--- config.mk ---
export PLATFORM = sky130hd
export DESIGN_NAME = json_string_unescaper_core_flat
export DESIGN_NICKNAME = d
export VERILOG_FILES = /design/src/design/jsu_pkg.sv /design/src/design/jsu_if.sv /design/src/design/jsu_front.sv /design/src/design/jsu_queue.sv /design/src/design/jsu_back.sv /design/src/design/json_string_unescaper_core.sv /design/src/flat_wrapper.sv
export SDC_FILE = /design/constraint.sdc
export NUM_CORES = 1
export LEC_CHECK = 0
export BUFFER_PORTS_ARGS = -buffer_cell sky130_fd_sc_hd__buf_2
export CAP_MARGIN = 20
export CORE_MARGIN = 4
export CORE_UTILIZATION = 32
export CTS_CLUSTER_SIZE = 25
export DETAILED_ROUTE_END_ITERATION = 12
export PLACE_DENSITY = 0.59
export SETUP_SLACK_MARGIN = 0.05
export SLEW_MARGIN = 0
export SYNTH_ARGS = -nofsm -noshare
export SYNTH_HDL_FRONTEND = slang
export SYNTH_HIERARCHICAL = 1
export SYNTH_SLANG_ARGS = --single-unit
--- constraint.sdc ---
create_clock -name clk -period 10.1 [get_ports clk]
set_clock_uncertainty 0.1 [all_clocks]
set_input_delay 1.01 -clock clk [delete_from_list [all_inputs] [get_ports clk]]
set_output_delay 1.01 -clock clk [all_outputs]
set_load 0.02 [all_outputs]
--- src/design/jsu_pkg.sv ---
// Shared types and constants for the JSON string unescaper.
// No dependencies; the front, queue, back and top design files import this package.
package jsu_pkg;

	typedef enum logic [1:0] {
		KIND_DATA  = 2'd0,
		KIND_DONE  = 2'd1,
		KIND_ERROR = 2'd2
	} result_kind_t;

	typedef enum logic [1:0] {
		MODE_IDLE   = 2'd0,
		MODE_STRING = 2'd1,
		MODE_ESCAPE = 2'd2,
		MODE_HEX    = 2'd3
	} parse_mode_t;

	localparam logic [7:0] CHAR_QUOTE     = 8'h22;
	localparam logic [7:0] CHAR_BACKSLASH = 8'h5c;
	localparam logic [7:0] CHAR_SLASH     = 8'h2f;
	localparam logic [7:0] CHAR_SPACE     = 8'h20;
	localparam logic [7:0] CHAR_LOWER_B   = 8'h62;
	localparam logic [7:0] CHAR_LOWER_F   = 8'h66;
	localparam logic [7:0] CHAR_LOWER_N   = 8'h6e;
	localparam logic [7:0] CHAR_LOWER_R   = 8'h72;
	localparam logic [7:0] CHAR_LOWER_T   = 8'h74;
	localparam logic [7:0] CHAR_LOWER_U   = 8'h75;
	localparam logic [7:0] CTRL_BS        = 8'h08;
	localparam logic [7:0] CTRL_FF        = 8'h0c;
	localparam logic [7:0] CTRL_LF        = 8'h0a;
	localparam logic [7:0] CTRL_CR        = 8'h0d;
	localparam logic [7:0] CTRL_TAB       = 8'h09;

	localparam logic [15:0] UTF8_ONE_MAX = 16'h007f;
	localparam logic [15:0] UTF8_TWO_MAX = 16'h07ff;

	// One queue entry: all results caused by one input byte. Data bytes go
	// out first (data[0] first), then the optional done or error result.
	typedef struct packed {
		logic [1:0]       n_data;
		logic [2:0][7:0]  data;
		logic             has_tail;
		result_kind_t     tail_kind;
	} jsu_entry_t;

endpackage

--- src/design/jsu_if.sv ---
// Valid/ready stream interfaces for the input text and the result channel.
// No dependencies.
interface jsu_in_if;
	logic       valid;
	logic       ready;
	logic [7:0] in_byte;
	logic       end_of_buffer;

	modport source (output valid, output in_byte, output end_of_buffer, input ready);
	modport sink (input valid, input in_byte, input end_of_buffer, output ready);
endinterface

interface jsu_out_if;
	logic       valid;
	logic       ready;
	logic [1:0] result_kind;
	logic [7:0] out_byte;
	logic       run_last;

	modport source (output valid, output result_kind, output out_byte, output run_last,
		input ready);
	modport sink (input valid, input result_kind, input out_byte, input run_last,
		output ready);
endinterface

--- src/design/jsu_front.sv ---
// Front end: accepts text bytes, runs the parse state machine and builds
// one queue entry per byte that causes results. Depends on jsu_pkg, jsu_if.
module jsu_front (
	input  logic              clk,
	input  logic              arst_n,
	jsu_in_if.sink            text,
	input  logic              q_full,
	output logic              push,
	output jsu_pkg::jsu_entry_t push_entry
);
	import jsu_pkg::*;

	parse_mode_t mode_q, mode_d;
	logic [1:0]  hex_cnt_q, hex_cnt_d;
	logic [15:0] accum_q, accum_d;

	logic [7:0]  c;
	logic        eob;
	logic        eob_eff;
	logic        failed;
	logic        err;
	logic        done;
	logic        is_space;
	logic        hex_ok;
	logic [3:0]  hex_val;
	logic [15:0] acc_new;
	logic [1:0]  n_data;
	logic [2:0][7:0] data;
	logic        accept;

	assign c = text.in_byte;
	assign eob = text.end_of_buffer;
	assign text.ready = !q_full;
	assign accept = text.valid && text.ready;

	assign is_space = (c == CHAR_SPACE) || (c >= CTRL_TAB && c <= CTRL_CR);

	always_comb begin
		hex_ok = 1'b1;
		hex_val = 4'd0;
		if (c >= 8'h30 && c <= 8'h39) begin
			hex_val = 4'(c - 8'h30);
		end else if (c >= 8'h61 && c <= 8'h66) begin
			hex_val = 4'(c - 8'h57);
		end else if (c >= 8'h41 && c <= 8'h46) begin
			hex_val = 4'(c - 8'h37);
		end else begin
			hex_ok = 1'b0;
		end
	end

	assign acc_new = {accum_q[11:0], hex_val};

	always_comb begin
		mode_d = mode_q;
		hex_cnt_d = hex_cnt_q;
		accum_d = accum_q;
		failed = 1'b0;
		done = 1'b0;
		eob_eff = eob;
		n_data = 2'd0;
		data = '0;
		unique case (mode_q)
			MODE_IDLE: begin
				if (is_space) begin
					failed = eob;
				end else if (c == CHAR_QUOTE) begin
					mode_d = MODE_STRING;
					failed = eob;
				end else begin
					failed = 1'b1;
				end
			end
			MODE_STRING: begin
				if (c == CHAR_QUOTE) begin
					done = 1'b1;
					mode_d = MODE_IDLE;
					eob_eff = 1'b0;
				end else if (c < CHAR_SPACE) begin
					failed = 1'b1;
				end else if (c == CHAR_BACKSLASH) begin
					mode_d = MODE_ESCAPE;
				end else begin
					n_data = 2'd1;
					data[0] = c;
				end
			end
			MODE_ESCAPE: begin
				mode_d = MODE_STRING;
				n_data = 2'd1;
				unique case (c)
					CHAR_QUOTE:     data[0] = CHAR_QUOTE;
					CHAR_BACKSLASH: data[0] = CHAR_BACKSLASH;
					CHAR_SLASH:     data[0] = CHAR_SLASH;
					CHAR_LOWER_B:   data[0] = CTRL_BS;
					CHAR_LOWER_F:   data[0] = CTRL_FF;
					CHAR_LOWER_N:   data[0] = CTRL_LF;
					CHAR_LOWER_R:   data[0] = CTRL_CR;
					CHAR_LOWER_T:   data[0] = CTRL_TAB;
					CHAR_LOWER_U: begin
						n_data = 2'd0;
						mode_d = MODE_HEX;
						hex_cnt_d = 2'd0;
						accum_d = '0;
					end
					default: begin
						n_data = 2'd0;
						mode_d = MODE_ESCAPE;
						failed = 1'b1;
					end
				endcase
			end
			MODE_HEX: begin
				if (!hex_ok) begin
					failed = 1'b1;
				end else if (hex_cnt_q == 2'd3) begin
					if (acc_new <= UTF8_ONE_MAX) begin
						n_data = 2'd1;
						data[0] = acc_new[7:0];
					end else if (acc_new <= UTF8_TWO_MAX) begin
						n_data = 2'd2;
						data[0] = {3'b110, acc_new[10:6]};
						data[1] = {2'b10, acc_new[5:0]};
					end else begin
						n_data = 2'd3;
						data[0] = {4'b1110, acc_new[15:12]};
						data[1] = {2'b10, acc_new[11:6]};
						data[2] = {2'b10, acc_new[5:0]};
					end
					mode_d = MODE_STRING;
					hex_cnt_d = 2'd0;
					accum_d = '0;
				end else begin
					hex_cnt_d = hex_cnt_q + 2'd1;
					accum_d = acc_new;
				end
			end
			default: begin
				mode_d = MODE_IDLE;
			end
		endcase

		err = failed || (eob_eff && (mode_d != MODE_IDLE));
		if (err) begin
			mode_d = MODE_IDLE;
			hex_cnt_d = 2'd0;
			accum_d = '0;
		end
	end

	assign push = accept && ((n_data != 2'd0) || done || err);

	always_comb begin
		push_entry.n_data = n_data;
		push_entry.data = data;
		push_entry.has_tail = done || err;
		push_entry.tail_kind = err ? KIND_ERROR : KIND_DONE;
	end

	always_ff @(posedge clk or negedge arst_n) begin
		if (!arst_n) begin
			mode_q <= MODE_IDLE;
			hex_cnt_q <= 2'd0;
			accum_q <= '0;
		end else if (accept) begin
			mode_q <= mode_d;
			hex_cnt_q <= hex_cnt_d;
			accum_q <= accum_d;
		end
	end

endmodule

--- src/design/jsu_queue.sv ---
// Small FIFO of result entries between the front and back ends.
// Depends on jsu_pkg.
module jsu_queue #(
	parameter int DEPTH = 4
) (
	input  logic                clk,
	input  logic                arst_n,
	input  logic                push,
	input  jsu_pkg::jsu_entry_t push_entry,
	output logic                full,
	input  logic                pop,
	output jsu_pkg::jsu_entry_t pop_entry,
	output logic                nonempty
);
	import jsu_pkg::*;

	localparam int AW = (DEPTH > 1) ? $clog2(DEPTH) : 1;
	localparam int CW = $clog2(DEPTH + 1);

	jsu_entry_t      entries_q [DEPTH];
	logic [AW-1:0]   wr_ptr_q;
	logic [AW-1:0]   rd_ptr_q;
	logic [CW-1:0]   count_q;
	logic            do_push;
	logic            do_pop;

	assign full = (count_q == CW'(DEPTH));
	assign nonempty = (count_q != '0);
	assign do_push = push && !full;
	assign do_pop = pop && nonempty;
	assign pop_entry = entries_q[rd_ptr_q];

	function automatic logic [AW-1:0] next_ptr(input logic [AW-1:0] p);
		return (p == AW'(DEPTH - 1)) ? '0 : p + 1'b1;
	endfunction

	always_ff @(posedge clk) begin
		if (do_push) begin
			entries_q[wr_ptr_q] <= push_entry;
		end
	end

	always_ff @(posedge clk or negedge arst_n) begin
		if (!arst_n) begin
			wr_ptr_q <= '0;
			rd_ptr_q <= '0;
			count_q <= '0;
		end else begin
			if (do_push) begin
				wr_ptr_q <= next_ptr(wr_ptr_q);
			end
			if (do_pop) begin
				rd_ptr_q <= next_ptr(rd_ptr_q);
			end
			if (do_push && !do_pop) begin
				count_q <= count_q + 1'b1;
			end else if (do_pop && !do_push) begin
				count_q <= count_q - 1'b1;
			end
		end
	end

endmodule

--- src/design/jsu_back.sv ---
// Back end: takes queue entries and sends their results one per cycle, while
// the result channel takes them, through a registered output stage. Depends on jsu_pkg, jsu_if.
module jsu_back (
	input  logic                clk,
	input  logic                arst_n,
	input  logic                q_nonempty,
	input  jsu_pkg::jsu_entry_t q_entry,
	output logic                pop,
	jsu_out_if.source           result
);
	import jsu_pkg::*;

	jsu_entry_t   cur_q;
	logic         cur_valid_q;
	logic [1:0]   pos_q;
	logic         out_valid_q;
	result_kind_t kind_q;
	logic [7:0]   byte_q;
	logic         last_q;

	logic [2:0]   total;
	logic         emit;
	logic         emit_last;
	logic         is_data;
	logic [7:0]   sel_byte;

	assign total = {1'b0, cur_q.n_data} + {2'b00, cur_q.has_tail};
	assign emit = cur_valid_q && (!out_valid_q || result.ready);
	assign emit_last = ({1'b0, pos_q} + 3'd1) == total;
	assign is_data = pos_q < cur_q.n_data;
	assign pop = q_nonempty && (!cur_valid_q || (emit && emit_last));

	always_comb begin
		case (pos_q)
			2'd0: sel_byte = cur_q.data[0];
			2'd1: sel_byte = cur_q.data[1];
			2'd2: sel_byte = cur_q.data[2];
			default: sel_byte = 8'd0;
		endcase
	end

	always_ff @(posedge clk or negedge arst_n) begin
		if (!arst_n) begin
			cur_valid_q <= 1'b0;
			pos_q <= 2'd0;
			out_valid_q <= 1'b0;
		end else begin
			if (pop) begin
				cur_valid_q <= 1'b1;
				pos_q <= 2'd0;
			end else if (emit && emit_last) begin
				cur_valid_q <= 1'b0;
			end else if (emit) begin
				pos_q <= pos_q + 2'd1;
			end
			if (emit) begin
				out_valid_q <= 1'b1;
			end else if (result.ready) begin
				out_valid_q <= 1'b0;
			end
		end
	end

	always_ff @(posedge clk) begin
		if (pop) begin
			cur_q <= q_entry;
		end
		if (emit) begin
			kind_q <= is_data ? KIND_DATA : cur_q.tail_kind;
			byte_q <= is_data ? sel_byte : 8'd0;
			last_q <= emit_last;
		end
	end

	assign result.valid = out_valid_q;
	assign result.result_kind = kind_q;
	assign result.out_byte = byte_q;
	assign result.run_last = last_q;

endmodule

--- src/design/json_string_unescaper_core.sv ---
// Top level of the streaming JSON string unescaper.
// Depends on jsu_pkg, jsu_if, jsu_front, jsu_queue and jsu_back.
//
// The block takes one text byte per transaction on the text channel and
// returns decoded results on the result channel. Before a string it skips
// whitespace and waits for an opening double quote; inside the string it
// copies plain bytes, decodes the short backslash escapes and turns a \u
// escape with four hex digits into one to three UTF-8 bytes (surrogate
// pairs are passed through as separate code units). A closing quote gives
// a done result, and malformed input or a buffer that ends inside a string
// gives an error result, after which the block waits for the next string.
// Each text byte causes zero to four results; run_last marks the final
// result of each byte that causes any. The front end accepts one byte
// every cycle and decodes it in the same cycle into an entry of a small
// queue (QUEUE_DEPTH entries). The back end drains that queue through a
// registered output stage at one result per cycle when the result channel
// is ready, so a text byte enters every cycle as long as the queue has
// room; the sustained rate is set by the result channel, which moves one
// result per cycle, and a byte that decodes to several results holds the
// back end until all of them are sent.
module json_string_unescaper_core #(
	parameter int QUEUE_DEPTH = 4
) (
	input  logic       clk,
	input  logic       arst_n,
	jsu_in_if.sink     text,
	jsu_out_if.source  result
);
	import jsu_pkg::*;

	// Entry handoff between the front end and the queue, and from the
	// queue to the back end.
	logic       q_push;
	jsu_entry_t q_push_entry;
	logic       q_full;
	logic       q_pop;
	jsu_entry_t q_pop_entry;
	logic       q_nonempty;

	// The front end owns the parse state and decides, for each byte, all
	// the results it causes in the same cycle that it accepts the byte.
	jsu_front u_front (
		.clk        (clk),
		.arst_n     (arst_n),
		.text       (text),
		.q_full     (q_full),
		.push       (q_push),
		.push_entry (q_push_entry)
	);

	// The queue decouples the two sides so a stalled result channel does
	// not stop text bytes until the queue fills.
	jsu_queue #(
		.DEPTH (QUEUE_DEPTH)
	) u_queue (
		.clk        (clk),
		.arst_n     (arst_n),
		.push       (q_push),
		.push_entry (q_push_entry),
		.full       (q_full),
		.pop        (q_pop),
		.pop_entry  (q_pop_entry),
		.nonempty   (q_nonempty)
	);

	// The back end serializes each entry into single result transactions.
	jsu_back u_back (
		.clk        (clk),
		.arst_n     (arst_n),
		.q_nonempty (q_nonempty),
		.q_entry    (q_pop_entry),
		.pop        (q_pop),
		.result     (result)
	);

endmodule

--- src/flat_wrapper.sv ---
// flat-port wrapper written by rule: the top's interface ports become plain ports
module json_string_unescaper_core_flat import jsu_pkg::*;
#(
	parameter int QUEUE_DEPTH = 4
)
  (clk, arst_n, text_valid, text_in_byte, text_end_of_buffer, text_ready, result_valid, result_result_kind, result_out_byte, result_run_last, result_ready);
  jsu_in_if text_i ();
  jsu_out_if result_i ();
  input  logic clk;
  input  logic arst_n;
  input wire logic [$bits(text_i.valid)-1:0] text_valid;
  input wire logic [$bits(text_i.in_byte)-1:0] text_in_byte;
  input wire logic [$bits(text_i.end_of_buffer)-1:0] text_end_of_buffer;
  output wire logic [$bits(text_i.ready)-1:0] text_ready;
  output wire logic [$bits(result_i.valid)-1:0] result_valid;
  output wire logic [$bits(result_i.result_kind)-1:0] result_result_kind;
  output wire logic [$bits(result_i.out_byte)-1:0] result_out_byte;
  output wire logic [$bits(result_i.run_last)-1:0] result_run_last;
  input wire logic [$bits(result_i.ready)-1:0] result_ready;
  assign text_i.valid = text_valid;
  assign text_i.in_byte = text_in_byte;
  assign text_i.end_of_buffer = text_end_of_buffer;
  assign text_ready = text_i.ready;
  assign result_valid = result_i.valid;
  assign result_result_kind = result_i.result_kind;
  assign result_out_byte = result_i.out_byte;
  assign result_run_last = result_i.run_last;
  assign result_i.ready = result_ready;
  json_string_unescaper_core #(.QUEUE_DEPTH(QUEUE_DEPTH)) u_core (.clk(clk), .arst_n(arst_n), .text(text_i), .result(result_i));
endmodule
==> results.json <==
{
  "clk_pin_slew_worst_paths_ns": 0.06,
  "die_w_um": 167,
  "post-route-drc-count": 0,
  "ys_warn_count": 6,
  "antenna_found_initial": 0,
  "status": "finished, final reports clean",
  "critPathMostFrequentCell": "inv_1",
  "clk_latency_ns": 0.41,
  "dpl.hpwl_um": 10700,
  "synthCells": 511,
  "async_flop_share_pct": 14.8,
  "ant_nets": 0,
  "seq_area_frac_synth_pct": 66.2,
  "crit_type": "in2reg",
  "critPathLaunchType": "primary input",
  "end_kind": "flip-flop",
  "layout_common_cells": "edfxtp_1, nor2_1, mux4_2, nand2_1, dfrtp_1",
  "path_cells": "buf_2 > inv_1 > ha_1 > o21bai_1 > a2111o_1 > a21oi_1 > buf_4 > nand2_1 > inv_1 > o31a_1 > nor2b_2 > ha_1 > inv_1 > fa_1 > xor2_1 > nor2_1 > xor2_1",
  "final_net_count": 567,
  "max_freq_mhz": 229,
  "vdd_ir_drop_max_mv": 0.125,
  "cp_slowest_cell": "a2111o_1",
  "diodes": 0,
  "rsz0062_at_grt": "false",
  "initial_core_util_pct": 32.9,
  "chipHeight_um": 167,
  "stdcell_area_um2": 9110,
  "cts-resized-gates": 0,
  "tns_ns": 0,
  "vias_per_cell": 5.11,
  "grt_first_pass_wirelength_um": 25500,
  "gp_congestion": 0.816,
  "synthFlopType": "edfxtp_1",
  "leakage_nw": 3.16,
  "power_density_nw_per_um2": 275,
  "io_buffers": 25,
  "root_buffer": "clkbuf_16",
  "dr.pass1.iters": 4,
  "slowest_delay_ns": 0.56,
  "fin_crit_ns": 4.36,
  "finalSetupViolations": 0,
  "wl_um": 15700,
  "cts_buffers": 17,
  "hold_class": "reg2reg",
  "cp.required_ns": 10.34,
  "cts_max_level": 4,
  "synth_area_per_cell_um2": 15.8,
  "path_buf_inv": 5,
  "drive_gt1_share_pct": 19.9,
  "drv_cap": 0,
  "path_delay_family": "compound AO/OA/AOI/OAI gates",
  "grt.overflow.total": 0,
  "die-area_um2": 27900,
  "numClockSinks": 183,
  "synth_cell_type_count": 77,
  "first_iter_violations": 323,
  "ctsHoldBuffers": 0,
  "hold_violations": 0,
  "placed_area_um2": 8480,
  "timing.final.crit_share_pct": 43.1,
  "grt_usage_pct": 11.5,
  "vias": 4447,
  "wl_per_cell_um": 18.0,
  "min_path_cells": 1,
  "relSlewSlack_pct": 35.0,
  "r2r_cells": 12,
  "cts_tree": "yes",
  "total_power_mw": 2.50,
  "area_growth_pct": 12.6,
  "ios": 26,
  "synth_edf_count": 156,
  "grt_max_degree": 33,
  "ys_ff_latch": 183,
  "coreArea_um2": 24600,
  "cp.arrival_ns": 4.59,
  "crit_path_max_fanout": 13,
  "tightestPinTransition_ns": 0.963,
  "grt_pass1_vias": 4589,
  "worst_hold_slack_ns": 0.395,
  "num_rows": 57,
  "drv_slew": 0,
  "netlist_area_um2": 8090,
  "cts_setup_buffers": 0,
  "cts.path.max_buffers": 2,
  "cp_num_cells": 17,
  "layout_commonest_cell": "edfxtp_1"
}
## cells by family after synthesis
family                     share of synthesized area [%]
xor gates and xnor gates                           0.866
other                                             0.0463
muxes                                               9.00
DFF                                                 66.2
AOI/OAI and AO/OA                                   8.81
and+or+nand+nor                                     9.10
buffers and inverters                               2.77
adders and majority gates                           3.18
## synth_stat cells (3+ instances only)
library cell | count | area (µm²)
edfxtp_1 | 156 | 4680
nor2_1 | 34 | 128
mux4_2 | 29 | 653
dfrtp_1 | 27 | 676
nand2_1 | 26 | 97.6
ha_1 | 19 | 238
a21oi_1 | 15 | 75.1
inv_1 | 15 | 56.3
nand2b_1 | 12 | 75.1
a22o_1 | 10 | 87.6
clkbuf_1 | 10 | 37.5
nor3_1 | 10 | 50.1
o21ai_0 | 10 | 50.1
a222oi_1 | 8 | 80.1
buf_6 | 6 | 67.6
nor2b_1 | 6 | 37.5
buf_4 | 5 | 37.5
nor4_1 | 5 | 31.3
xor2_1 | 5 | 43.8
and2_2 | 4 | 30.0
nand3_1 | 4 | 20.0
o211ai_1 | 4 | 30.0
o2bb2ai_1 | 4 | 35.0
and2_1 | 3 | 18.8
buf_1 | 3 | 11.3
nand3b_1 | 3 | 22.5
o21ai_1 | 3 | 15.0
o21bai_1 | 3 | 22.5
o311ai_0 | 3 | 26.3
or3_1 | 3 | 18.8
xnor2_1 | 3 | 26.3
## report_power, final
part / switching, mW / total [mW] / internal, mW
Clock: 0.255 / 0.675 / 0.420
Combinational: 0.390 / 0.671 / 0.280
Sequential: 0.0720 / 1.16 / 1.09
## layout make-up
class	instances	area, µm²
Inverter	16	60.1
Clock buffer	23	458
Clock inverter	9	150
Fill cell	2277	15500
Multi-Input combinational cell	287	2510
Timing Repair Buffer	29	164
Sequential cell	183	5360
Tap cell	324	405
## stage by stage
step / util (%) / cells / setup WS [ns]
2_1_floorplan: - / 512 / 5.82
3_3_place_gp: 34.5 / 837 / 5.51
3_5_place_dp: 34.5 / 837 / 5.38
4_1_cts: 36.9 / 869 / 5.81
5_1_grt: 37.0 / 871 / 5.55
6_report: 37.0 / 871 / 5.74
## state kept, by name, indices dropped and copies added, names as in the netlist
signal                            cells
u_core/u_back/result.result_kind      2
u_core/u_front/accum_q               12
u_core/u_front/mode_q                 2
u_core/u_back/result.valid            1
u_core/u_queue/entries_q            116
u_core/u_queue/wr_ptr_q               2
u_core/u_queue/count_q                3
u_core/u_back/cur_q                  29
u_core/u_back/result.run_last         1
u_core/u_back/pos_q                   2
u_core/u_back/result.out_byte         8
u_core/u_front/hex_cnt_q              2
u_core/u_back/cur_valid_q             1
u_core/u_queue/rd_ptr_q               2
## layer usage
metal | share of wire [%] | global-route usage (%)
met1 | 46 | 15.7
met3 | 4.9 | 2.20
met5 | 0 | 0
met2 | 49 | 18.8
met4 | 0.82 | 3.59
## final timing paths
check / startpoint / to / slack, ns
setup / recovery: text_in_byte[1] / u_core/u_queue/count_q[2]$_DFFE_PN0P_ / 5.74
hold / removal: u_core/u_queue/count_q[2]$_DFFE_PN0P_ / u_core/u_queue/count_q[2]$_DFFE_PN0P_ / 0.39
setup reg to reg: u_core/u_front/mode_q[0]$_DFFE_PN0P_ / u_core/u_queue/count_q[2]$_DFFE_PN0P_ / 6.17
hold reg to reg: u_core/u_queue/count_q[2]$_DFFE_PN0P_ / u_core/u_queue/count_q[2]$_DFFE_PN0P_ / 0.39
max in group asynchronous: arst_n / u_core/u_queue/rd_ptr_q[0]$_DFFE_PN0P_ / 8.91
min in group asynchronous: arst_n / u_core/u_back/cur_valid_q$_DFFE_PN0P_ / 0.52
Note: power is estimated with default switching activity, not from simulation.
